`src/rtl/lpkt_pkg.sv`:
```
// Shared types, widths and codes of the linear-probing key table.
`timescale 1ns / 1ps

package lpkt_pkg;

	// Field widths of the request and response words.
	localparam int KIND_W   = 2;
	localparam int KEY_W    = 32;
	localparam int VAL_W    = 16;
	localparam int STATUS_W = 2;
	localparam int OCC_W    = 11;

	// Default table size and the load limit of three quarters.
	localparam int DEF_TABLE_SLOTS = 1024;
	localparam int LOAD_NUM        = 3;
	localparam int LOAD_DEN        = 4;

	// Key bits folded into the home-slot remainder per cycle.
	localparam int MOD_STEP = 4;

	// Operation codes.
	typedef enum logic [KIND_W-1:0] {
		KIND_LOOKUP = 2'd0,
		KIND_INSERT = 2'd1,
		KIND_REMOVE = 2'd2
	} kind_e_t;

	// Response status codes.
	typedef enum logic [STATUS_W-1:0] {
		STAT_OK        = 2'd0,
		STAT_NOT_FOUND = 2'd1,
		STAT_EXISTS    = 2'd2,
		STAT_FULL      = 2'd3
	} status_t;

	// Controller states.
	typedef enum logic [3:0] {
		S_CLEAR,
		S_IDLE,
		S_HOME,
		S_FIND,
		S_RM_CLEAR,
		S_RM_NEXT,
		S_RM_SCAN,
		S_RM_HOME,
		S_PLACE,
		S_DONE
	} state_t;

	// One slot of the table memory.
	typedef struct packed {
		logic             used;
		logic [KEY_W-1:0] key;
		logic [VAL_W-1:0] payload;
	} slot_t;

	localparam int SLOT_BITS = $bits(slot_t);

	// Result word handed from the controller to the output register.
	typedef struct packed {
		status_t          status;
		logic [VAL_W-1:0] found_value;
		logic [OCC_W-1:0] occupancy;
	} result_t;

endpackage

```
`src/rtl/lpkt_home.sv`:
```
// Home-slot unit: reduces a key modulo the table size.
`timescale 1ns / 1ps

module lpkt_home #(
	parameter int TABLE_SLOTS = lpkt_pkg::DEF_TABLE_SLOTS,
	localparam int SW = $clog2(TABLE_SLOTS)
) (
	input  logic                     clk,
	input  logic                     arst_n,
	input  logic                     start,
	input  logic [lpkt_pkg::KEY_W-1:0] key,
	output logic                     done,
	output logic [SW-1:0]            home
);
	import lpkt_pkg::*;

	logic          done_q;
	logic [SW-1:0] home_q;

	assign done = done_q;
	assign home = home_q;

	if ((TABLE_SLOTS & (TABLE_SLOTS - 1)) == 0) begin : g_pow2
		// A power-of-two size keeps the low key bits.
		always_ff @(posedge clk or negedge arst_n) begin
			if (!arst_n) begin
				done_q <= 1'b0;
			end else begin
				done_q <= start;
			end
		end

		always_ff @(posedge clk) begin
			if (start) begin
				home_q <= key[SW-1:0];
			end
		end
	end else begin : g_serial
		localparam int STEPS = KEY_W / MOD_STEP;
		localparam int CNT_W = $clog2(STEPS);

		logic             busy_q;
		logic [CNT_W-1:0] cnt_q;
		logic [KEY_W-1:0] sh_q;
		logic [SW:0]      t;
		logic [SW-1:0]    rem_d;

		// Fold a few key bits into the remainder, one conditional subtract per bit.
		always_comb begin
			rem_d = home_q;
			t     = '0;
			for (int i = 0; i < MOD_STEP; i++) begin
				t = {rem_d, sh_q[KEY_W-1-i]};
				if (t >= (SW+1)'(TABLE_SLOTS)) begin
					t = t - (SW+1)'(TABLE_SLOTS);
				end
				rem_d = t[SW-1:0];
			end
		end

		// Iteration control.
		always_ff @(posedge clk or negedge arst_n) begin
			if (!arst_n) begin
				busy_q <= 1'b0;
				done_q <= 1'b0;
				cnt_q  <= '0;
			end else begin
				done_q <= 1'b0;
				if (start) begin
					busy_q <= 1'b1;
					cnt_q  <= '0;
				end else if (busy_q) begin
					cnt_q <= cnt_q + 1'b1;
					if (cnt_q == CNT_W'(STEPS - 1)) begin
						busy_q <= 1'b0;
						done_q <= 1'b1;
					end
				end
			end
		end

		// Remainder and remaining key bits.
		always_ff @(posedge clk) begin
			if (start) begin
				home_q <= '0;
				sh_q   <= key;
			end else if (busy_q) begin
				home_q <= rem_d;
				sh_q   <= sh_q << MOD_STEP;
			end
		end
	end

endmodule

```
`config.mk`:
```
export PLATFORM = sky130hd
export DESIGN_NAME = lpkt_home
export DESIGN_NICKNAME = d
export VERILOG_FILES = /design/src/rtl/lpkt_pkg.sv /design/src/rtl/lpkt_home.sv
export SDC_FILE = /design/constraint.sdc
export NUM_CORES = 1
export LEC_CHECK = 0
export BUFFER_PORTS_ARGS = -buffer_cell sky130_fd_sc_hd__buf_2
export CAP_MARGIN = 0
export CORE_AREA = 2 2 39 41
export CTS_BUF_LIST = sky130_fd_sc_hd__clkbuf_4
export CTS_CLUSTER_DIAMETER = 50
export CTS_CLUSTER_SIZE = 24
export DETAILED_ROUTE_END_ITERATION = 8
export DIE_AREA = 0 0 41 43
export PLACE_DENSITY = 0.7
export REMOVE_ABC_BUFFERS = 1
export SETUP_SLACK_MARGIN = 0.15
export SYNTH_ARGS = -nofsm -noshare
export SYNTH_HDL_FRONTEND = slang
export SYNTH_SLANG_ARGS = --single-unit
export TNS_END_PERCENT = 1
```
`constraint.sdc`:
```
create_clock -name clk -period 0.8 [get_ports clk]
set_input_delay 0.08 -clock clk [delete_from_list [all_inputs] [get_ports clk]]
set_output_delay 0.08 -clock clk [all_outputs]
set_load 0.1 [all_outputs]
```
After elaboration in Yosys (flattened, before gate mapping) --
Cells that the tools add are included. Widths: inputs -> output; s select.
Word-level totals: register bits after elaboration 11, output and inout port bits 11

Longest topological paths before layout --
Gate-level depths: netlist (run 1).
depth after elaboration 0, gate-level depth with buffers 0, depth with buffers taken out 0

Worst setup path before layout (run 1) --
Ideal clock, no wire load.
path type reg-to-output, from register home_q[0], in the netlist home[0], to output home[0], arrival 0.904 ns, setup slack -0.184 ns, cell stages (with the launch flop) 1, path buffers 0, cells stage by stage edfxtp_1
RTL lines:
- start, declared | RTL line lpkt_home.sv:18 | logic [SW-1:0] home_q;
- start signal, assigned | RTL line lpkt_home.sv:35 | home_q <= key[SW-1:0];
- end, declared | RTL line lpkt_home.sv:13 | output logic [SW-1:0] home
No word-level cell between the ends.

Final worst setup path (run 1) --
from register home_q[8], in the netlist home[8], to output home[8]
No word-level cell between the ends.

==> impl_results.md, run 1 <==
- Multi-input gate area: 0 sq um
- Comb pwr share: 32.8%
- DIE AREA: 1763 sq um
- Failing checks: negative hold slack, negative setup slack
- Worst hold endpoint: home[8]
- Syn Inst Count: 11
- Clock share of power: 22.8%
- Tcrit/Tclk final: 119.8%
- Antenna viol nets, final: 0
- Nets: 75
- Multi-Input Combinational: 0
- Critical Path Sink Type: primary output
- Global route overflow: 0
- Clock Root Buffer: clkbuf_4
- Worst hold path depth: 1
- Setup Fix Bufs, Post-CTS: 0
- Post-layout util: 47.92%
- Post-CTS resize count: 0
- Starting Density: 23.51%
- Worst slew pin tran: 0.2257 ns
- Inserted Clock Buffers: 3
- Setup slack after layout: -0.1581 ns
- Antenna cell count: 0
- Mapped Avg Cell Area: 29.57 sq um
- VDD IR max: 1.207 mV
- Chip height: 43 um
- Max Fanout on Critical Path: 1
- Hold WC Path Type: in -> reg
- Via count: 208
- Seq/Total Area, Yosys: 100.0%
- Max Fclk: 1.044 GHz
- Crit path buf inv count: 1
- Final Hold Fails: 9
- DIE WIDTH: 41 um
- GPL Wtd Cong: 0.6363
- Worst hold slack: -0.01039 ns
- # clock sinks: 11
- Syn. warnings: 0
- IO Pins: 46
- Seq pwr share: 44.4%
- Switching Power: 0.0005585 W
- Slew Limit Headroom: 84.95%
- Max-cap violations: 0
- Pwr/cell area: 2416 nW/um^2
- Status: complete, but fails checks
- Synth Register Bits: 11
- RSZ-0062 raised after global routing: yes
- First-pass GRT wire length: 834 um
- WP data arrival: 0.88 ns
- Placement Setup Slack: 0.1265 ns
- CTS H-Tree Depth: 1
- Worst EP required: 0.72 ns
- Switching Share: 34.86%
- Drt pass-1 iters: 1
- PortBufs: 23
- Area growth from synthesis to layout: 103.8%
- DRC: 0
- Initial antenna violation count: 0
- Average wire per standard cell: 10.47 um
- CP Cell Sequence: buf_12
- Critical hold path startpoint: key[8]
- Minimum clock period: 0.9581 ns
- Max-slew violations: 0
- Row cnt: 14
- Drt initial violations: 0
- Met1 track demand over resource: 7.266%
- Share of cells above drive strength 1: 69.23%
- CP Launch Type: register
- Routed wire length: 576 um
- GR peak layer: met2
- GRT Total Usage: 7.906%
- Leak pwr: 0.2820 nW
- # hold bufs at CTS: 1
- Distinct cells, synth: 2
- GRT met2 Usage: 12.19%
- Synthesized cell area: 325.3 sq um
- Core footprint: 1384 sq um
- Grt met3 use: 5.759%
- Slowest CP cell: edfxtp_1
- Final setup fails: 11
- Vias in the first global route: 210
- Bufs on Longest Clock Path: 2
- CTS tree: yes
- Crit path kind: reg -> out
- Internal: 0.001044 W
- CTS clock-pin slew for the worst setup and hold paths: 0.07 ns
- Vias/cell: 3.782
- Pin count of the biggest net entering global routing: 12
- Crit-path max cell delay: 0.43 ns
- CP delay by family, top: flip-flops
state kept, by name, summed over array words and instances (netlist names):
register  count
done          1
home         10
power by group through the flow:
stage | sequential [W] | clock (W) | combinational [W]
floorplan | 0.00102 | 0 | 0
global placement | 0.000723 | 0 | 0.000523
detailed placement | 0.000725 | 0 | 0.000524
CTS | 0.000713 | 0.000385 | 0.000528
global route | 0.000715 | 0.000402 | 0.000540
finish | 0.000712 | 0.000365 | 0.000525
per-layer routing:
layer	part of all wire, %	vias up
li1	-	100
met2	46	20
met1	35	88
met4	0	0
met5	0	-
met3	18	0
cell type report:
| class | instances | area (sq um) |
|---|---|---|
| fillers | 107 | 720.7 |
| flip-flops and latches | 11 | 325.3 |
| repair buffers | 24 | 290.3 |
| clock buffers | 3 | 22.52 |
| well taps | 16 | 20.02 |
| clock inverters | 1 | 5.005 |
through the flow:
stage / instance area, sq um / total power (W) / cells / setup TNS, ns / hold WS, ns
3_5_place_dp: 625.6 / 0.001249 / 50 / 0 / -0.1442
2_1_floorplan: 325.3 / 0.001016 / 11 / -2.003 / -0.2156
3_3_place_gp: 625.6 / 0.001247 / 50 / 0 / -0.1443
4_1_cts: 663.1 / 0.001626 / 55 / -1.734 / -0.02204
6_report: 663.1 / 0.001602 / 55 / -1.565 / -0.01039
5_1_grt: 663.1 / 0.001657 / 55 / -1.880 / -0.01912
how the worst max path moves through the flow:
stage | start | to | slack (ns) | cells past startpoint
5_1_grt | home[1] | home[1] | -0.18 | 1
2_1_floorplan | home[0] | home[0] | -0.18 | 0
3_5_place_dp | home[8] | home[8] | 0.13 | 1
3_3_place_gp | home[9] | home[9] | 0.14 | 1
4_1_cts | home[8] | home[8] | -0.17 | 1
6_report | home[8] | home[8] | -0.16 | 1
cells in the mapped netlist, drive strengths merged:
master / number / area share [%]
edfxtp: 10 / 92
dfrtp: 1 / 7.7
cell families after synthesis:
family | count (synthesis) | share of synthesized area (%)
DFF | 11 | 100.0
layout by cell type (no fill, tap or decap):
master         synthesis  final
buf_12                 0     11
dlygate4sd3_1          0      1
edfxtp_1              10     10
dfrtp_1                1      1
buf_2                  0     12
clkbuf_4               0      3
clkinv_2               0      1
(Power assumes the default switching activity.)
==> inputs of run 2 (changes only) <==
--- a/config.mk
+++ b/config.mk
@@ -14,6 +14,7 @@
 export DETAILED_ROUTE_END_ITERATION = 8
 export DIE_AREA = 0 0 41 43
 export PLACE_DENSITY = 0.7
+export RECOVER_POWER = 50
 export REMOVE_ABC_BUFFERS = 1
 export SETUP_SLACK_MARGIN = 0.15
 export SYNTH_ARGS = -nofsm -noshare
==> impl_results.md, run 2 (synthesis results as in run 1) <==
- Status: complete, but fails checks
- Failing checks: negative hold slack, negative setup slack
- CP Cell Sequence: buf_12
- Grt met3 use: 5.759%
- Slowest CP cell: edfxtp_1
- Multi-Input Combinational: 0
- CTS tree: yes
- Core footprint: 1384 sq um
- # hold bufs at CTS: 1
- Worst hold slack: -0.01039 ns
- Total design power: 0.001602 W
- Vias/cell: 3.782
- Row cnt: 14
- PortBufs: 23
- Initial antenna violation count: 0
- Clock share of power: 22.8%
- Clock Root Buffer: clkbuf_4
- VDD IR max: 1.207 mV
- Internal: 0.001043 W
- CP startpoint: home[8]
- GR peak layer: met2
- Vias in the first global route: 210
- GRT met2 Usage: 12.19%
- DIE WIDTH: 41 um
- Post-CTS resize count: 0
- Final setup fails: 11
- Crit-path max cell delay: 0.43 ns
- Hold WC Path Type: in -> reg
- Most frequent cells in the layout: buf_2 (11), buf_12 (11), edfxtp_1 (10)
- Tcrit/Tclk final: 119.8%
- Max-slew violations: 0
- Pin count of the biggest net entering global routing: 12
- GPL Wtd Cong: 0.6363
- Area growth from synthesis to layout: 103.5%
- CP Launch Type: register
- Chip height: 43 um
- CTS H-Tree Depth: 1
- WP data arrival: 0.88 ns
- Flip-flop count of the largest register after layout: 10
- Share of cells above drive strength 1: 66.67%
- Pwr/cell area: 2420 nW/um^2
- Crit path kind: reg -> out
- CTS clock-pin slew for the worst setup and hold paths: 0.07 ns
- Max-cap violations: 0
- Comb pwr share: 32.8%
- Global route overflow: 0
- Inserted Clock Buffers: 3
- Met1 track demand over resource: 7.266%
- Drt initial violations: 0
- # clock sinks: 11
- Leak pwr: 0.2792 nW
- CP delay by family, top: flip-flops
- Setup slack after layout: -0.1581 ns
- Max Fclk: 1.044 GHz
- Average wire per standard cell: 10.51 um
- Worst slew pin tran: 0.5360 ns
- Antenna viol nets, final: 0
- Multi-input gate area: 0 sq um
- Slew Limit Headroom: 64.27%
- Max Fanout on Critical Path: 1
- DIE AREA: 1763 sq um
- IO Pins: 46
- Post-layout util: 47.83%
- Bufs on Longest Clock Path: 2
- Starting Density: 23.51%
- Antenna cell count: 0
- Routed wire length: 578 um
- Switching Power: 0.0005586 W
- GRT Total Usage: 7.906%
- Switching Share: 34.87%
- Worst EP required: 0.72 ns
- Critical Path Sink Type: primary output
- Drt pass-1 iters: 1
- Minimum clock period: 0.9581 ns
- RSZ-0062 raised after global routing: yes
- Nets: 75
- First-pass GRT wire length: 834 um
- Seq pwr share: 44.4%
- Final Hold Fails: 9
- Crit path buf inv count: 1
- Critical hold path startpoint: key[8]
- DRC: 0
- Via count: 208
## run 2: final timing paths
check / to / slack, ns / depth (start not counted)
setup / recovery: home[8] / -0.16 / 1
hold / removal: home[8] / -0.01 / 1
max in group asynchronous: done / 0.59 / 2
min in group asynchronous: done / 0.13 / 2
## run 2: per-stage QoR
step	setup WS [ns]	TNS, ns	area [sq um]	instances
4_1_cts	-0.1709	-1.734	663.1	55
6_report	-0.1581	-1.565	661.9	55
2_1_floorplan	-0.1840	-2.003	325.3	11
5_1_grt	-0.1802	-1.880	661.9	55
3_3_place_gp	0.1364	0	625.6	50
3_5_place_dp	0.1265	0	625.6	50
## run 2: power groups by stage
stage | combinational (W) | clock [W] | sequential, W
floorplan | 0 | 0 | 0.00102
finish | 0.000525 | 0.000365 | 0.000712
global route | 0.000539 | 0.000402 | 0.000715
detailed placement | 0.000524 | 0 | 0.000725
CTS | 0.000528 | 0.000385 | 0.000713
global placement | 0.000523 | 0 | 0.000723
## run 2: what timing repair did
action / 4_1_cts / 5_1_grt
setup buffers: 0 / 0
cloned: 0 / 0
setup endpoints to repair: 11 / 11
hold endpoints to repair: 10 / 9
## run 2: area by class of cell
class | count | area [sq um]
Clock buffer | 3 | 22.52
Fill cell | 108 | 721.9
Tap cell | 16 | 20.02
Clock inverter | 1 | 5.005
Sequential cell | 11 | 325.3
Timing Repair Buffer | 24 | 289.0
## run 2: routing by layer
layer	up-vias	share of wire [%]
li1	100	-
met3	0	18
met5	-	0
met2	20	46
met4	0	0
met1	88	35
