==> config.mk <==
export PLATFORM = sky130hd
export DESIGN_NAME = lpkt_ctrl_flat
export DESIGN_NICKNAME = d
export VERILOG_FILES = /design/src/rtl/lpkt_pkg.sv /design/src/rtl/lpkt_if.sv /design/src/rtl/lpkt_ctrl.sv /design/src/flat_wrapper.sv
export SDC_FILE = /design/constraint.sdc
export NUM_CORES = 1
export LEC_CHECK = 0
export BUFFER_PORTS_ARGS = -buffer_cell sky130_fd_sc_hd__buf_2
export CAP_MARGIN = 20
export CELL_PAD_IN_SITES_DETAIL_PLACEMENT = 2
export CELL_PAD_IN_SITES_GLOBAL_PLACEMENT = 2
export CORE_MARGIN = 1.5
export CORE_UTILIZATION = 33
export DETAILED_ROUTE_END_ITERATION = 7
export GPL_ROUTABILITY_DRIVEN = 0
export PLACE_DENSITY_LB_ADDON = 0.3
export SLEW_MARGIN = 20
export SYNTH_ARGS = -nofsm -noshare
export SYNTH_HDL_FRONTEND = slang
export SYNTH_SLANG_ARGS = --single-unit
==> constraint.sdc <==
create_clock -name clk -period 6 [get_ports clk]
set_clock_uncertainty 0.15 [all_clocks]
set_input_delay 0.6 -clock clk [delete_from_list [all_inputs] [get_ports clk]]
set_output_delay 0.6 -clock clk [all_outputs]
set_load 0.1 [all_outputs]
==> src/rtl/lpkt_pkg.sv <==
// Shared types, widths and codes of the linear-probing key table.
`timescale 1ns / 1ps

package lpkt_pkg;

	// Field widths of the request and response words.
	localparam int KIND_W   = 2;
	localparam int KEY_W    = 32;
	localparam int VAL_W    = 16;
	localparam int STATUS_W = 2;
	localparam int OCC_W    = 11;

	// Default table size and the load limit of three quarters.
	localparam int DEF_TABLE_SLOTS = 1024;
	localparam int LOAD_NUM        = 3;
	localparam int LOAD_DEN        = 4;

	// Key bits folded into the home-slot remainder per cycle.
	localparam int MOD_STEP = 4;

	// Operation codes.
	typedef enum logic [KIND_W-1:0] {
		KIND_LOOKUP = 2'd0,
		KIND_INSERT = 2'd1,
		KIND_REMOVE = 2'd2
	} kind_e_t;

	// Response status codes.
	typedef enum logic [STATUS_W-1:0] {
		STAT_OK        = 2'd0,
		STAT_NOT_FOUND = 2'd1,
		STAT_EXISTS    = 2'd2,
		STAT_FULL      = 2'd3
	} status_t;

	// Controller states.
	typedef enum logic [3:0] {
		S_CLEAR,
		S_IDLE,
		S_HOME,
		S_FIND,
		S_RM_CLEAR,
		S_RM_NEXT,
		S_RM_SCAN,
		S_RM_HOME,
		S_PLACE,
		S_DONE
	} state_t;

	// One slot of the table memory.
	typedef struct packed {
		logic             used;
		logic [KEY_W-1:0] key;
		logic [VAL_W-1:0] payload;
	} slot_t;

	localparam int SLOT_BITS = $bits(slot_t);

	// Result word handed from the controller to the output register.
	typedef struct packed {
		status_t          status;
		logic [VAL_W-1:0] found_value;
		logic [OCC_W-1:0] occupancy;
	} result_t;

endpackage

==> src/rtl/lpkt_if.sv <==
// Valid/ready channel interfaces for request and response words.
`timescale 1ns / 1ps

interface lpkt_req_if;
	import lpkt_pkg::*;

	logic              valid;
	logic              ready;
	logic [KIND_W-1:0] kind;
	logic [KEY_W-1:0]  key;
	logic [VAL_W-1:0]  entry_value;

	modport source (output valid, kind, key, entry_value, input ready);
	modport sink (input valid, kind, key, entry_value, output ready);
endinterface


==> src/rtl/lpkt_ctrl.sv <==
// Probe controller: walks, reads, modifies and writes back the slot memory.
`timescale 1ns / 1ps

module lpkt_ctrl #(
	parameter int TABLE_SLOTS = lpkt_pkg::DEF_TABLE_SLOTS,
	localparam int SW = $clog2(TABLE_SLOTS)
) (
	input  logic                       clk,
	input  logic                       arst_n,
	lpkt_req_if.sink                   req,
	output lpkt_pkg::result_t          res,
	output logic                       res_valid,
	input  logic                       res_ready,
	output logic                       mod_start,
	output logic [lpkt_pkg::KEY_W-1:0] mod_key,
	input  logic                       mod_done,
	input  logic [SW-1:0]              mod_home,
	output logic                       ram_we,
	output logic [SW-1:0]              ram_waddr,
	output lpkt_pkg::slot_t            ram_wdata,
	output logic [SW-1:0]              ram_raddr,
	input  lpkt_pkg::slot_t            ram_rdata
);
	import lpkt_pkg::*;

	localparam int CW      = $clog2(TABLE_SLOTS + 1);
	localparam int FULL_AT = (LOAD_NUM * TABLE_SLOTS + LOAD_DEN - 1) / LOAD_DEN;

	state_t            state_q, state_d;
	logic [CW-1:0]     count_q, count_d;
	logic [SW-1:0]     clr_q, clr_d;
	logic [KIND_W-1:0] kind_q, kind_d;
	logic [KEY_W-1:0]  key_q, key_d;
	logic [VAL_W-1:0]  val_q, val_d;
	logic [SW-1:0]     cur_q, cur_d;
	logic [CW-1:0]     nprobe_q, nprobe_d;
	logic [SW-1:0]     scan_q, scan_d;
	logic [CW-1:0]     scann_q, scann_d;
	logic [KEY_W-1:0]  mv_key_q, mv_key_d;
	logic [VAL_W-1:0]  mv_val_q, mv_val_d;
	status_t           status_q, status_d;
	logic [VAL_W-1:0]  found_q, found_d;
	logic              in_ready;
	logic              probe_limit;
	logic              key_hit;

	function automatic logic [SW-1:0] next_slot(input logic [SW-1:0] s);
		return (s == SW'(TABLE_SLOTS - 1)) ? '0 : s + 1'b1;
	endfunction

	assign req.ready       = in_ready;
	assign res.status      = status_q;
	assign res.found_value = found_q;
	assign res.occupancy   = OCC_W'(count_q);

	assign probe_limit = (nprobe_q == CW'(TABLE_SLOTS));
	assign key_hit     = ram_rdata.used && (ram_rdata.key == key_q);

	// Next state, memory access and result update.
	always_comb begin
		state_d   = state_q;
		count_d   = count_q;
		clr_d     = clr_q;
		kind_d    = kind_q;
		key_d     = key_q;
		val_d     = val_q;
		cur_d     = cur_q;
		nprobe_d  = nprobe_q;
		scan_d    = scan_q;
		scann_d   = scann_q;
		mv_key_d  = mv_key_q;
		mv_val_d  = mv_val_q;
		status_d  = status_q;
		found_d   = found_q;
		in_ready  = 1'b0;
		res_valid = 1'b0;
		mod_start = 1'b0;
		mod_key   = req.key;
		ram_we    = 1'b0;
		ram_waddr = cur_q;
		ram_wdata = '0;
		ram_raddr = next_slot(cur_q);

		unique case (state_q)
			S_CLEAR: begin
				ram_we    = 1'b1;
				ram_waddr = clr_q;
				clr_d     = clr_q + 1'b1;
				if (clr_q == SW'(TABLE_SLOTS - 1)) begin
					state_d = S_IDLE;
				end
			end
			S_IDLE: begin
				in_ready = 1'b1;
				if (req.valid) begin
					kind_d   = req.kind;
					key_d    = req.key;
					val_d    = req.entry_value;
					found_d  = '0;
					status_d = STAT_NOT_FOUND;
					unique case (req.kind)
						KIND_LOOKUP, KIND_INSERT, KIND_REMOVE: begin
							mod_start = 1'b1;
							state_d   = S_HOME;
						end
						default: begin
							state_d = S_DONE;
						end
					endcase
				end
			end
			S_HOME: begin
				if (mod_done) begin
					cur_d     = mod_home;
					ram_raddr = mod_home;
					nprobe_d  = '0;
					state_d   = S_FIND;
				end
			end
			S_FIND: begin
				// The read data belongs to cur_q; the next slot is read ahead.
				priority if (probe_limit || !ram_rdata.used) begin
					state_d = S_DONE;
					if (kind_q == KIND_INSERT) begin
						if (count_q >= CW'(FULL_AT) || probe_limit) begin
							status_d = STAT_FULL;
						end else begin
							ram_we    = 1'b1;
							ram_wdata = '{used: 1'b1, key: key_q, payload: val_q};
							count_d   = count_q + 1'b1;
							status_d  = STAT_OK;
						end
					end else begin
						status_d = STAT_NOT_FOUND;
					end
				end else if (key_hit) begin
					unique case (kind_q)
						KIND_LOOKUP: begin
							status_d = STAT_OK;
							found_d  = ram_rdata.payload;
							state_d  = S_DONE;
						end
						KIND_INSERT: begin
							status_d = STAT_EXISTS;
							state_d  = S_DONE;
						end
						default: begin
							status_d = STAT_OK;
							if (count_q != '0) begin
								count_d = count_q - 1'b1;
							end
							state_d = S_RM_CLEAR;
						end
					endcase
				end else begin
					cur_d    = next_slot(cur_q);
					nprobe_d = nprobe_q + 1'b1;
				end
			end
			S_RM_CLEAR: begin
				// Empty the removed slot, then walk the rest of its cluster.
				ram_we    = 1'b1;
				ram_waddr = cur_q;
				scan_d    = cur_q;
				scann_d   = '0;
				state_d   = S_RM_NEXT;
			end
			S_RM_NEXT: begin
				ram_raddr = next_slot(scan_q);
				scan_d    = next_slot(scan_q);
				state_d   = S_RM_SCAN;
			end
			S_RM_SCAN: begin
				if (scann_q == CW'(TABLE_SLOTS) || !ram_rdata.used) begin
					state_d = S_DONE;
				end else begin
					// Take the entry out and find its home again.
					scann_d   = scann_q + 1'b1;
					mv_key_d  = ram_rdata.key;
					mv_val_d  = ram_rdata.payload;
					ram_we    = 1'b1;
					ram_waddr = scan_q;
					mod_start = 1'b1;
					mod_key   = ram_rdata.key;
					state_d   = S_RM_HOME;
				end
			end
			S_RM_HOME: begin
				if (mod_done) begin
					cur_d     = mod_home;
					ram_raddr = mod_home;
					nprobe_d  = '0;
					state_d   = S_PLACE;
				end
			end
			S_PLACE: begin
				priority if (probe_limit) begin
					state_d = S_RM_NEXT;
				end else if (!ram_rdata.used) begin
					ram_we    = 1'b1;
					ram_wdata = '{used: 1'b1, key: mv_key_q, payload: mv_val_q};
					state_d   = S_RM_NEXT;
				end else begin
					cur_d    = next_slot(cur_q);
					nprobe_d = nprobe_q + 1'b1;
				end
			end
			S_DONE: begin
				res_valid = 1'b1;
				if (res_ready) begin
					state_d = S_IDLE;
				end
			end
			default: begin
				state_d = S_IDLE;
			end
		endcase
	end

	// Control registers.
	always_ff @(posedge clk or negedge arst_n) begin
		if (!arst_n) begin
			state_q <= S_CLEAR;
			count_q <= '0;
			clr_q   <= '0;
		end else begin
			state_q <= state_d;
			count_q <= count_d;
			clr_q   <= clr_d;
		end
	end

	// Operand and walk registers.
	always_ff @(posedge clk) begin
		kind_q   <= kind_d;
		key_q    <= key_d;
		val_q    <= val_d;
		cur_q    <= cur_d;
		nprobe_q <= nprobe_d;
		scan_q   <= scan_d;
		scann_q  <= scann_d;
		mv_key_q <= mv_key_d;
		mv_val_q <= mv_val_d;
		status_q <= status_d;
		found_q  <= found_d;
	end

endmodule

==> src/flat_wrapper.sv <==
// flat-port wrapper written by rule: the top's interface ports become plain ports
module lpkt_ctrl_flat import lpkt_pkg::*;
#(
	parameter int TABLE_SLOTS = lpkt_pkg::DEF_TABLE_SLOTS,
	localparam int SW = $clog2(TABLE_SLOTS)
)
  (clk, arst_n, res, res_valid, res_ready, mod_start, mod_key, mod_done, mod_home, ram_we, ram_waddr, ram_wdata, ram_raddr, ram_rdata, req_valid, req_kind, req_key, req_entry_value, req_ready);
  lpkt_req_if req_i ();
  input  logic clk;
  input  logic arst_n;
  output lpkt_pkg::result_t res;
  output logic res_valid;
  input  logic res_ready;
  output logic mod_start;
  output logic [lpkt_pkg::KEY_W-1:0] mod_key;
  input  logic mod_done;
  input  logic [SW-1:0] mod_home;
  output logic ram_we;
  output logic [SW-1:0] ram_waddr;
  output lpkt_pkg::slot_t ram_wdata;
  output logic [SW-1:0] ram_raddr;
  input  lpkt_pkg::slot_t ram_rdata;
  input wire logic [$bits(req_i.valid)-1:0] req_valid;
  input wire logic [$bits(req_i.kind)-1:0] req_kind;
  input wire logic [$bits(req_i.key)-1:0] req_key;
  input wire logic [$bits(req_i.entry_value)-1:0] req_entry_value;
  output wire logic [$bits(req_i.ready)-1:0] req_ready;
  assign req_i.valid = req_valid;
  assign req_i.kind = req_kind;
  assign req_i.key = req_key;
  assign req_i.entry_value = req_entry_value;
  assign req_ready = req_i.ready;
  lpkt_ctrl #(.TABLE_SLOTS(TABLE_SLOTS)) u_core (.clk(clk), .arst_n(arst_n), .req(req_i), .res(res), .res_valid(res_valid), .res_ready(res_ready), .mod_start(mod_start), .mod_key(mod_key), .mod_done(mod_done), .mod_home(mod_home), .ram_we(ram_we), .ram_waddr(ram_waddr), .ram_wdata(ram_wdata), .ram_raddr(ram_raddr), .ram_rdata(ram_rdata));
endmodule
* Word level (Yosys, flattened, before mapping)
Index checks and enable logic that the tools add are counted.
** Operators by class
- Reduce and logical (&&, ||, !) cells :: 27
- Equal/unequal tests :: 36
- $lt $le $gt $ge :: 1
- Add/sub/neg operators :: 7
- Bitwise operators :: 1
- Multiplexer cells :: 72
** Operators by type and width (count)
- $mux W49 :: 5
- $mux W11 :: 12
- $pmux W49 S2 :: 1
- $mux W10 :: 9
- $mux W16 :: 4
- $mux W32 :: 2
- $pmux W10 S2 :: 3
- $mux W4 :: 12
- $pmux W4 S10 :: 1
- $add A11 B1 Y11 const B :: 3
- $pmux W11 S3 :: 1
- $eq A32 B32 Y1 :: 1
- $pmux W16 S2 :: 1
- $add A10 B1 Y10 const B :: 3
- $eq A10 B10 Y1 const B :: 3
- $pmux W10 S3 :: 1
- $eq A11 B11 Y1 const B :: 2
- $ne A2 B2 Y1 const B :: 11
- $pmux W11 S2 :: 1
- $eq A4 B3 Y1 const B :: 4
- $mux W2 :: 6
- $reduce_and A6 Y1 :: 2
- $ge A11 B10 Y1 const B :: 1
- $reduce_bool A11 Y1 :: 1
- 27 further kinds :: 54
** Word-level totals
- Bits in registers :: 183
- Output and inout bits :: 134
- Input bits :: 114

* Longest topological paths before layout
Gate-level depths: netlist (run 1).
- Depth in word-level cells :: 6
- Depth in mapped cells :: 14

* Worst setup path after synthesis (run 1)
OpenSTA, ideal clock, no wires.
- Path type :: register to output
- From :: register u_core.state_q[0]
- To :: output port mod_start
- Cell stages (with the launch flop) :: 6
- Data arrival time :: 5.379 ns
- Data required time :: 5.250 ns
- Slack :: -0.129 ns
- Cell sequence :: dfrtp_1 buf_1 nand2b_1 nor3_1 nand2_1 o21ai_0
** On the way
- Word-level cells in the longest chain between the ends :: 2
** RTL lines
- start: declaration :: line lpkt_ctrl.sv:29 : state_t state_q, state_d;
- start signal: assignment :: line lpkt_ctrl.sv:227 : state_q <= state_d;
- $eq A4 B3 Y1 / $eq A4 B1 Y1 (equally long branches) :: line lpkt_ctrl.sv:84 : unique case (state_q)
- $pmux W1 S2 * :: line lpkt_ctrl.sv:84
- end: declaration :: line flat_wrapper.sv:14 : output logic mod_start;
Mark *: on every way between the ends. The rest lies on a longest branch, timed or not.

==> metrics.md, run 1 <==
| Metric | Value |
|---|---|
| Hold Path Class | `in2async` |
| Max H-tree Level | `4` |
| Largest family of logic cells by synthesized area | `simple AND/OR/NAND/NOR gates` |
| Compound-Gate Fraction of Synth Area | `11.8%` |
| Wire per inst | `22.6 um` |
| Worst EP required | `5.25 ns` |
| Final Cycle Share | `78.3%` |
| Final Hold Fails | `0` |
| Mux cell area share after synthesis | `1.05%` |
| Max_slew headroom | `25.2%` |
| Top Family by Delay on Critical Path | `simple AND/OR/NAND/NOR gates` |
| # DRC | `0` |
| Vias | `7774` |
| Syn Inst Count | `845` |
| Avg Vias per Cell | `5.27` |
| Worst path bufs/invs | `2` |
| Clock Latency Late Sink | `0.44 ns` |
| CP endpoint kind | `output port` |
| First-pass GRT wire length | `49200 um` |
| All-Layer GR Usage | `22.6%` |
| Pwr dens | `567 nW/um^2` |
| Syn Nets | `968` |
| Fraction of the mapped netlist area in adder cells | `1.21%` |
| First-pass DRT Iterations | `5` |
| Worst path slowest cell | `and4_2` |
| Largest net degree at the start of global routing | `78` |
| Number of synthesized flops with an enable pin | `158` |
| Starting Density | `33.6%` |
| Prevailing post-synth register cell | `edfxtp_1` |
| # resized after CTS | `0` |
| Mapped Area | `9330 um^2` |
| TritonCTS clock tree | `done` |
| Startpoint types | `flip-flop` |
| Fillers | `3036` |
| P_leak | `4.74 nW` |
| WP data arrival | `3.95 ns` |
| Placed wire-length estimate | `24800 um` |
| Hold-fix buffers at CTS | `0` |
| Seq cells post-synth | `183` |
| CP peak stage delay | `1.03 ns` |
| Vias in the first global route | `8005` |
| Netlist cell types | `65` |
| # setup viols final | `0` |
| Synth Area in Simple Gates | `18.4%` |
| Longest Clk Path Bufs | `2` |
| IO buf count | `247` |
| Final nets | `1202` |
| Core Util, Final | `41.8%` |
| # IOs | `248` |
| Number of clock sinks | `183` |
| Root Driver | `clkbuf_16` |
| Asr flop ratio synth | `13.7%` |
| Worst Tran Pin Value | `1.12 ns` |
| RSZ-0062 raised after global routing | `no` |
| Mean Syn Cell Area | `11.0 um^2` |
| Vert. Die Dim | `171 um` |
| Critical path type | `reg2out` |
| DR iter-0 viols | `417` |
| Die Area | `29300 um^2` |
| Die X | `171 um` |
| Setup TNS | `0 ns` |
| Max_cap viols | `0` |
| F_max | `0.213 GHz` |
| Outcome | `completed` |
| Worst vdd ir | `0.346 mV` |
| Layout cells sized above 1 | `29.3%` |
| Initial antenna violation count | `4` |
| Worst-path cell chain | `nor2_1 > and3_1 > and4_2 > buf_4 > a22o_1 > buf_2` |
| Row cnt | `61` |
| Post-CTS setup buffer count | `0` |
| Synth warnings | `0` |
| Core Region | `27800 um^2` |
| Minimum clock period | `4.70 ns` |
| Total grt overflow | `0` |
| Drt total wl | `33400 um` |
| Clock-pin slew on the worst setup and hold paths | `0.08 ns` |
| Area Growth Syn to Fin | `24.3%` |
| Register area share after synthesis | `57.5%` |
| Max-slew violation count | `0` |
| Worst Path Max Fanout | `36` |
| Cts bufs inserted | `17` |
| Post-route ant nets | `0` |
| Xor-xnor portion of the synthesized cell area | `7.70%` |
## layout by cell type, fill, tap and decap left out, types with 12 or more instances in the layout
master,instances
nand4_1,15
nand3_1,33
nand2_1,176
xnor2_1,49
dfrtp_1,25
xor2_1,33
and2_1,18
o21ai_0,17
clkbuf_16,17
a22oi_1,12
a22o_1,48
a21oi_1,18
nor2_1,52
buf_2,247
edfxtp_1,158
## stage by stage
step | total power (W) | std cells | worst slack, ns | instance area [um^2] | hold slack (ns)
3_5_place_dp | 0.00545 | 1438 | 1.73 | 11000 | 0.359
6_report | 0.00658 | 1475 | 1.30 | 11600 | 0.0411
5_1_grt | 0.00686 | 1472 | 1.03 | 11600 | 0.0635
4_1_cts | 0.00662 | 1470 | 1.23 | 11600 | 0.0504
2_1_floorplan | 0.00469 | 845 | 0.613 | 9330 | 0.154
3_3_place_gp | 0.00537 | 1438 | 1.83 | 11000 | 0.347
## synthesized netlist by cell type (8+ instances only)
master	n	area (um^2)
nand4_1	15	93.8
nor2_1	52	195
a22o_1	48	420
ha_1	9	113
a22oi_1	12	90.1
nor3_1	11	55.1
and2_1	18	113
and3_1	9	56.3
or3_1	9	56.3
dfrtp_1	25	626
o21ai_0	18	90.1
xnor2_1	49	429
inv_1	12	45.0
a21oi_1	18	90.1
xor2_1	33	289
nand2_1	176	661
edfxtp_1	158	4740
nand3_1	33	165
buf_1	10	37.5
nand2b_1	8	50.1
clkbuf_1	28	105
## state kept, by name (all words and copies together), names as in the netlist, 4 cells and up
register,cells
u_core.found_q,16
u_core.scan_q,10
u_core.count_q,11
u_core.mv_val_q,16
u_core.mv_key_q,32
u_core.clr_q,10
u_core.cur_q,10
u_core.scann_q,11
u_core.nprobe_q,11
u_core.val_q,16
u_core.state_q,4
u_core.key_q,32
## cells by family (layout without fill, tap and decap cells)
kind of cell             count (synthesis)  in the layout
AND/OR/NAND/NOR                        367            367
AO/OA/AOI/OAI                          141            141
XOR/XNOR                                82             82
multiplexers                             9              9
buffers and inverters                   54            301
other                                    0              5
flip-flops                             183            183
adder cells (fa/ha/maj)                  9              9
## path summary, 6_finish.rpt
kind / start / end / slack (ns) / cells past startpoint
worst max-delay path: u_core.state_q[3] / ram_wdata[16] / 1.30 / 6
worst min-delay path: arst_n / u_core.clr_q[4] / 0.04 / 1
worst max register to register: u_core.nprobe_q[0] / u_core.count_q[10] / 1.78 / 11
worst min register to register: u_core.clr_q[9] / u_core.clr_q[9] / 0.37 / 1
max in group asynchronous: arst_n / u_core.count_q[1] / 5.20 / 1
min in group clk: req_entry_value[15] / u_core.val_q[15] / 0.17 / 1
## power by group
part           switching (W)  leakage, nW  total (W)  internal, W
clock               0.000591        0.293    0.00115     0.000564
combinational        0.00264         2.69    0.00330     0.000656
sequential          0.000337         1.76    0.00213      0.00179
## per-layer routing
layer	vias up	wire [um]	track usage, %
met5	-	0	0
met4	0	467	6.37
met3	20	1960	4.79
met2	240	16600	38.3
met1	3950	14400	29.1
li1	3564	-	-
## layout make-up
class                      instances  area, um^2  share of cell area, %
sequential                       183        5370                   46.3
tap                              378         473                   4.08
inverter                          13        50.0                  0.431
clock buffer                      17         425                   3.67
antenna                            5        12.5                  0.108
multi-input combinational        608        3770                   32.5
timing repair buffer             256        1320                   11.3
clock inverter                    15         184                   1.59
No activity file was read; power rests on OpenSTA's default activity.
==> run 2, diff against run 1 <==
clock period = 4.9 ns   (was 6 ns; I/O delays follow)
==> metrics.md, run 2 (same netlist as run 1, synthesis figures left out) <==
| Metric | Value |
|---|---|
| Outcome | `completed (unchanged)` |
| IO buf count | `247 (unchanged)` |
| Hold Path Class | `in2reg (was in2async)` |
| Worst R2R Start | `u_core.nprobe_q[0] (unchanged)` |
| CP endpoint kind | `output port (unchanged)` |
| Post-route cell area | `11800 um^2 (was 11600 um^2)` |
| # resized after CTS | `0 (unchanged)` |
| Avg Vias per Cell | `5.23 (was 5.27)` |
| Worst vdd ir | `0.722 mV (was 0.346 mV)` |
| Logic pwr share | `51.3% (was 50.1%)` |
| Number of clock sinks | `183 (unchanged)` |
| Sequential Power Share | `31.7% (was 32.3%)` |
| Finished Layout Cells | `1477 (was 1475)` |
| Post-DP Area | `11200 um^2 (was 11000 um^2)` |
| Fillers | `3037 (was 3036)` |
| Final Hold Fails | `0 (unchanged)` |
| Starting Density | `33.6% (unchanged)` |
| Int Pwr | `0.00387 W (was 0.00301 W)` |
| CP peak stage delay | `0.44 ns (was 1.03 ns)` |
| Setup TNS | `0 ns (unchanged)` |
| Root Driver | `clkbuf_16 (unchanged)` |
| Wire per inst | `22.3 um (was 22.6 um)` |
| Initial antenna violation count | `1 (was 4)` |
| All-Layer GR Usage | `22.9% (was 22.6%)` |
| Final nets | `1209 (was 1202)` |
| Worst EP required | `4.26 ns (was 5.25 ns)` |
| Vias in the first global route | `8245 (was 8005)` |
| Largest net degree at the start of global routing | `43 (was 78)` |
| Core Util, Final | `42.5% (was 41.8%)` |
| Pwr dens | `699 nW/um^2 (was 567 nW/um^2)` |
| Max_cap viols | `0 (unchanged)` |
| First-pass GRT wire length | `49900 um (was 49200 um)` |
| Clock-pin slew on the worst setup and hold paths | `0.08 ns (about the same)` |
| Most frequent cells in the layout | `237 x buf_2, 176 x nand2_1, 158 x edfxtp_1, 52 x nor2_1, 49 x xnor2_1 (was 247 x buf_2, 176 x nand2_1, 158 x edfxtp_1, 52 x nor2_1, 49 x xnor2_1)` |
| Top Family by Delay on Critical Path | `buffers and inverters (was simple AND/OR/NAND/NOR gates)` |
| Longest Clk Path Bufs | `2 (unchanged)` |
| Core Region | `27800 um^2 (unchanged)` |
| WP data arrival | `3.54 ns (was 3.95 ns)` |
| Dpl cells | `1444 (was 1438)` |
| Clock Power Share | `17.1% (was 17.6%)` |
| Clock Latency Late Sink | `0.45 ns (was 0.44 ns)` |
| Final Cycle Share | `85.4%` |
| Post-route ant nets | `0 (unchanged)` |
| Die Area | `29300 um^2 (unchanged)` |
| Worst-path cell chain | `inv_1 > ha_1 > or4b_1 > o41ai_2 > or2_1 > clkinv_2 > buf_12 > or3_1 > buf_2 (was nor2_1 > and3_1 > and4_2 > buf_4 > a22o_1 > buf_2)` |
| Worst path slowest cell | `edfxtp_1 (was and4_2)` |
| # DRC | `0 (unchanged)` |
| Worst path bufs/invs | `4 (was 2)` |
| Net Sw Frac | `53.1% (was 54.2%)` |
| Total grt overflow | `0 (unchanged)` |
| Die X | `171 um (unchanged)` |
| # setup viols final | `0 (unchanged)` |
| Drt total wl | `32900 um (was 33400 um)` |
| TritonCTS clock tree | `done (unchanged)` |
| Largest regs | `u_core.key_q: 32 flops, u_core.mv_key_q: 32 flops (unchanged)` |
| Worst Setup SP | `u_core.scann_q[0] (was u_core.state_q[3])` |
| Hold Crit Start | `req_entry_value[3]` |
| Startpoint types | `flip-flop (unchanged)` |
| DR iter-0 viols | `321 (was 417)` |
| Cts bufs inserted | `17 (unchanged)` |
| Max_slew headroom | `35.6% (was 25.2%)` |
| RSZ-0062 raised after global routing | `no (unchanged)` |
| Worst Path Max Fanout | `42 (was 36)` |
| Vias | `7724 (was 7774)` |
| # IOs | `248 (unchanged)` |
| Critical path type | `reg2out (unchanged)` |
| Area Growth Syn to Fin | `26.4% (was 24.3%)` |
| Vert. Die Dim | `171 um (unchanged)` |
| Max H-tree Level | `4 (unchanged)` |
| Diodes inserted | `0 (was 5)` |
| Placed wire-length estimate | `25000 um (was 24800 um)` |
| Layout cells sized above 1 | `29.8% (was 29.3%)` |
| First-pass DRT Iterations | `5 (unchanged)` |
| Worst Tran Pin Value | `0.962 ns (was 1.12 ns)` |
| Minimum clock period | `4.18 ns` |
| Net Sw Power | `0.00437 W (was 0.00357 W)` |
| F_max | `0.239 GHz` |
| Row cnt | `61 (unchanged)` |
| P_leak | `4.83 nW (was 4.74 nW)` |
| Max-slew violation count | `0 (unchanged)` |
| Commonest non-fill, non-tap cell in the layout | `buf_2 (unchanged)` |
run 2: power groups by stage:
stage	Clock (W)	Sequential, W	Combinational, W
after floorplan	0	0.00296	0.00279
after global placement	0	0.00262	0.00418
after detailed placement	0	0.00264	0.00425
after CTS	0.00144	0.00262	0.00427
after global routing	0.00151	0.00267	0.00447
final	0.00141	0.00261	0.00423
run 2: through the flow:
stage | power, W | hold WS (ns) | setup slack [ns]
finish | 0.00824 | 0.0693 | 0.717
global route | 0.00864 | 0.0541 | 0.475
CTS | 0.00833 | 0.0506 | 0.641
detailed placement | 0.00689 | 0.351 | 1.13
global placement | 0.00679 | 0.349 | 1.22
floorplan | 0.00575 | 0.0444 | 0.345
run 2: path summary, 6_finish.rpt:
check	depth (start not counted)	slack (ns)	to
min in group asynchronous	2	0.45	u_core.clr_q[4]
max in group asynchronous	2	3.71	u_core.count_q[5]
worst min register to register	1	0.38	u_core.clr_q[9]
worst max register to register	11	1.12	u_core.count_q[10]
worst max-delay path	9	0.72	ram_we
worst min-delay path	1	0.07	u_core.val_q[3]
run 2: cell type report:
class                      instances  area (um^2)  share of cell area, %
sequential                       183         5370                   45.5
multi-input combinational        608         3780                   32.0
timing repair buffer             263         1520                   12.9
tap                              378          473                   4.01
clock buffer                      17          425                   3.61
clock inverter                    15          176                   1.50
inverter                          13         50.0                  0.424
run 2: timing repair:
action                     4_1_cts  5_1_grt
setup buffers                    0        0
setup endpoints to repair        0        0
hold endpoints to repair        25        0
hold buffers                     1        0
run 2: per-layer routing:
layer	global-route usage (%)	routed length, um
met5	0	12
met4	6.60	548
met3	4.00	1610
met2	40.1	16400
met1	28.9	14300
run 2: worst reg2reg max path: stages (launching register included):
cell	delay (ns)
edfxtp_1	0.46
inv_1	0.10
ha_1	0.14
nor4bb_1	0.40
a31o_2	0.30
inv_1	0.07
ha_1	0.37
a21oi_1	0.32
and3_1	0.33
or4b_2	0.62
a221oi_2	0.29
xor2_1	0.17
==> run 3, diff against run 2 <==
CORE_UTILIZATION = 36   (was 33)
clock period = 5 ns   (was 4.9 ns; I/O delays follow)
==> metrics.md, run 3 (same netlist as run 1, synthesis figures left out) <==
| Metric | Value |
|---|---|
| Outcome | `completed (unchanged)` |
| Largest net degree at the start of global routing | `52 (was 43)` |
| Final Hold Fails | `0 (unchanged)` |
| All-Layer GR Usage | `25.2% (was 22.9%)` |
| Commonest non-fill, non-tap cell in the layout | `buf_2 (unchanged)` |
| Avg Vias per Cell | `5.46 (was 5.23)` |
| WP data arrival | `3.55 ns (was 3.54 ns)` |
| Critical path type | `reg2out (unchanged)` |
| RSZ-0062 raised after global routing | `no (unchanged)` |
| Reg2reg end | `u_core.count_q[10] (unchanged)` |
| Most frequent cells in the layout | `237 x buf_2, 176 x nand2_1, 158 x edfxtp_1, 52 x nor2_1, 49 x xnor2_1 (unchanged)` |
| Number of clock sinks | `183 (unchanged)` |
| Pwr dens | `693 nW/um^2 (was 699 nW/um^2)` |
| Worst R2R Start | `u_core.nprobe_q[0] (unchanged)` |
| Worst path slowest cell | `or3b_2 (was edfxtp_1)` |
| # resized after CTS | `0 (unchanged)` |
| Final nets | `1210 (was 1209)` |
| Post-CTS setup buffer count | `0 (unchanged)` |
| # DRC | `0 (unchanged)` |
| Worst-path cell chain | `nand2b_1 > or3b_2 > or2_1 > clkinv_2 > buf_4 > nand2_1 > nand2_1 > buf_2 (was inv_1 > ha_1 > or4b_1 > o41ai_2 > or2_1 > clkinv_2 > buf_12 > or3_1 > buf_2)` |
| Startpoint types | `flip-flop (unchanged)` |
| Clock-pin slew on the worst setup and hold paths | `0.09 ns (was 0.08 ns)` |
| Max-slew violation count | `0 (unchanged)` |
| Max H-tree Level | `4 (unchanged)` |
| Max_cap viols | `0 (unchanged)` |
| Worst R2R Setup Slack | `1.03 ns (was 1.12 ns)` |
| TritonCTS clock tree | `done (unchanged)` |
| Drt total wl | `33400 um (was 32900 um)` |
| Worst vdd ir | `0.695 mV (was 0.722 mV)` |
| Max_slew headroom | `32.5% (was 35.6%)` |
| Wire per inst | `23.3 um (was 22.3 um)` |
| Worst EP required | `4.35 ns (was 4.26 ns)` |
| Placed wire-length estimate | `24800 um (was 25000 um)` |
| Initial antenna violation count | `2 (was 1)` |
| CP peak stage delay | `0.64 ns (was 0.44 ns)` |
| Largest regs | `u_core.key_q: 32 flops, u_core.mv_key_q: 32 flops (unchanged)` |
| First-pass GRT wire length | `50400 um (was 49900 um)` |
| CP dominant cell by count | `nand2_1` |
| Final Cycle Share | `83.9%` |
| Worst Path Max Fanout | `28 (was 42)` |
| Post-route ant nets | `0 (unchanged)` |
| Root Driver | `clkbuf_16 (unchanged)` |
| Area Growth Syn to Fin | `26.1% (was 26.4%)` |
| Longest Clk Path Bufs | `2 (unchanged)` |
| Clock Latency Late Sink | `0.45 ns (about the same)` |
| Setup crit end | `mod_key[18] (was ram_we)` |
| Worst Setup SP | `u_core.state_q[3] (was u_core.scann_q[0])` |
| IO buf count | `247 (unchanged)` |
| Die X | `164 um (was 171 um)` |
| F_max | `0.238 GHz` |
| Minimum clock period | `4.20 ns` |
| Core Util, Final | `46.5% (was 42.5%)` |
| Worst reg2reg path depth | `12 (was 11)` |
| Hold-fix buffers at CTS | `1 (unchanged)` |
| Setup TNS | `0 ns (unchanged)` |
| Diodes inserted | `0 (unchanged)` |
| Layout cells sized above 1 | `29.9% (was 29.8%)` |
| DR iter-0 viols | `488 (was 321)` |
| Total grt overflow | `0 (unchanged)` |
| Hold Path Class | `in2reg (unchanged)` |
| # setup viols final | `0 (unchanged)` |
| Core Region | `25300 um^2 (was 27800 um^2)` |
| CP endpoint kind | `output port (unchanged)` |
| Cts bufs inserted | `17 (unchanged)` |
| First-pass DRT Iterations | `4 (was 5)` |
| Die Area | `26900 um^2 (was 29300 um^2)` |
| # IOs | `248 (unchanged)` |
| Starting Density | `36.8% (was 33.6%)` |
| Vias | `7801 (was 7724)` |
| P_leak | `4.85 nW (was 4.83 nW)` |
| Vias in the first global route | `8317 (was 8245)` |
| Worst Tran Pin Value | `1.01 ns (was 0.962 ns)` |
| Vert. Die Dim | `164 um (was 171 um)` |
| Row cnt | `58 (was 61)` |
==> run 3: worst min-delay path by stage <==
| stage | from | endpoint | cells after the start |
|---|---|---|---|
| 2_1_floorplan | arst_n | u_core.clr_q[0] | 0 |
| 3_3_place_gp | u_core.clr_q[2] | u_core.clr_q[2] | 1 |
| 3_5_place_dp | u_core.clr_q[9] | u_core.clr_q[9] | 1 |
| 4_1_cts | req_entry_value[9] | u_core.val_q[9] | 1 |
| 5_1_grt | req_entry_value[9] | u_core.val_q[9] | 1 |
| 6_report | req_entry_value[9] | u_core.val_q[9] | 1 |
==> run 3: cell type report <==
cell class	count	area [um^2]
fillers	2701	13600
multi-input cells	608	3780
inverters	13	50.0
clock buffers	17	425
flip-flops and latches	183	5370
repair buffers	264	1530
well taps	330	413
clock inverters	15	205
==> run 3: worst max-delay path, delay by kind of cell (launching register included) <==
family                 cells  cell delay (ns)
DFF                        1             0.55
and+or+nand+nor            5             1.41
buffers and inverters      3             1.12
==> run 3: routing by layer <==
metal	GRT usage (%)	share of wire [%]	up-vias	wire [um]
met3	4.75	5.1	39	1700
met1	31.4	42	3954	14200
met5	0	0.039	-	13
li1	-	-	3574	-
met4	8.10	2.0	2	667
met2	43.9	50	232	16800
==> run 3: where the power goes <==
group          switching [W]  internal (W)
clock network       0.000706      0.000732
logic                0.00318      0.000971
registers           0.000413       0.00215
==> run 3: per-stage QoR <==
step | power, W | setup WS (ns) | hold slack [ns] | cell area, um^2 | cells
final | 0.00815 | 0.805 | 0.0675 | 11800 | 1430
after global routing | 0.00852 | 0.577 | 0.0468 | 11800 | 1430
after CTS | 0.00822 | 0.777 | 0.0491 | 11800 | 1430
after detailed placement | 0.00674 | 1.12 | 0.349 | 11100 | 1397
after global placement | 0.00664 | 1.31 | 0.347 | 11100 | 1397
after floorplan | 0.00563 | 0.435 | 0.0544 | 9340 | 845
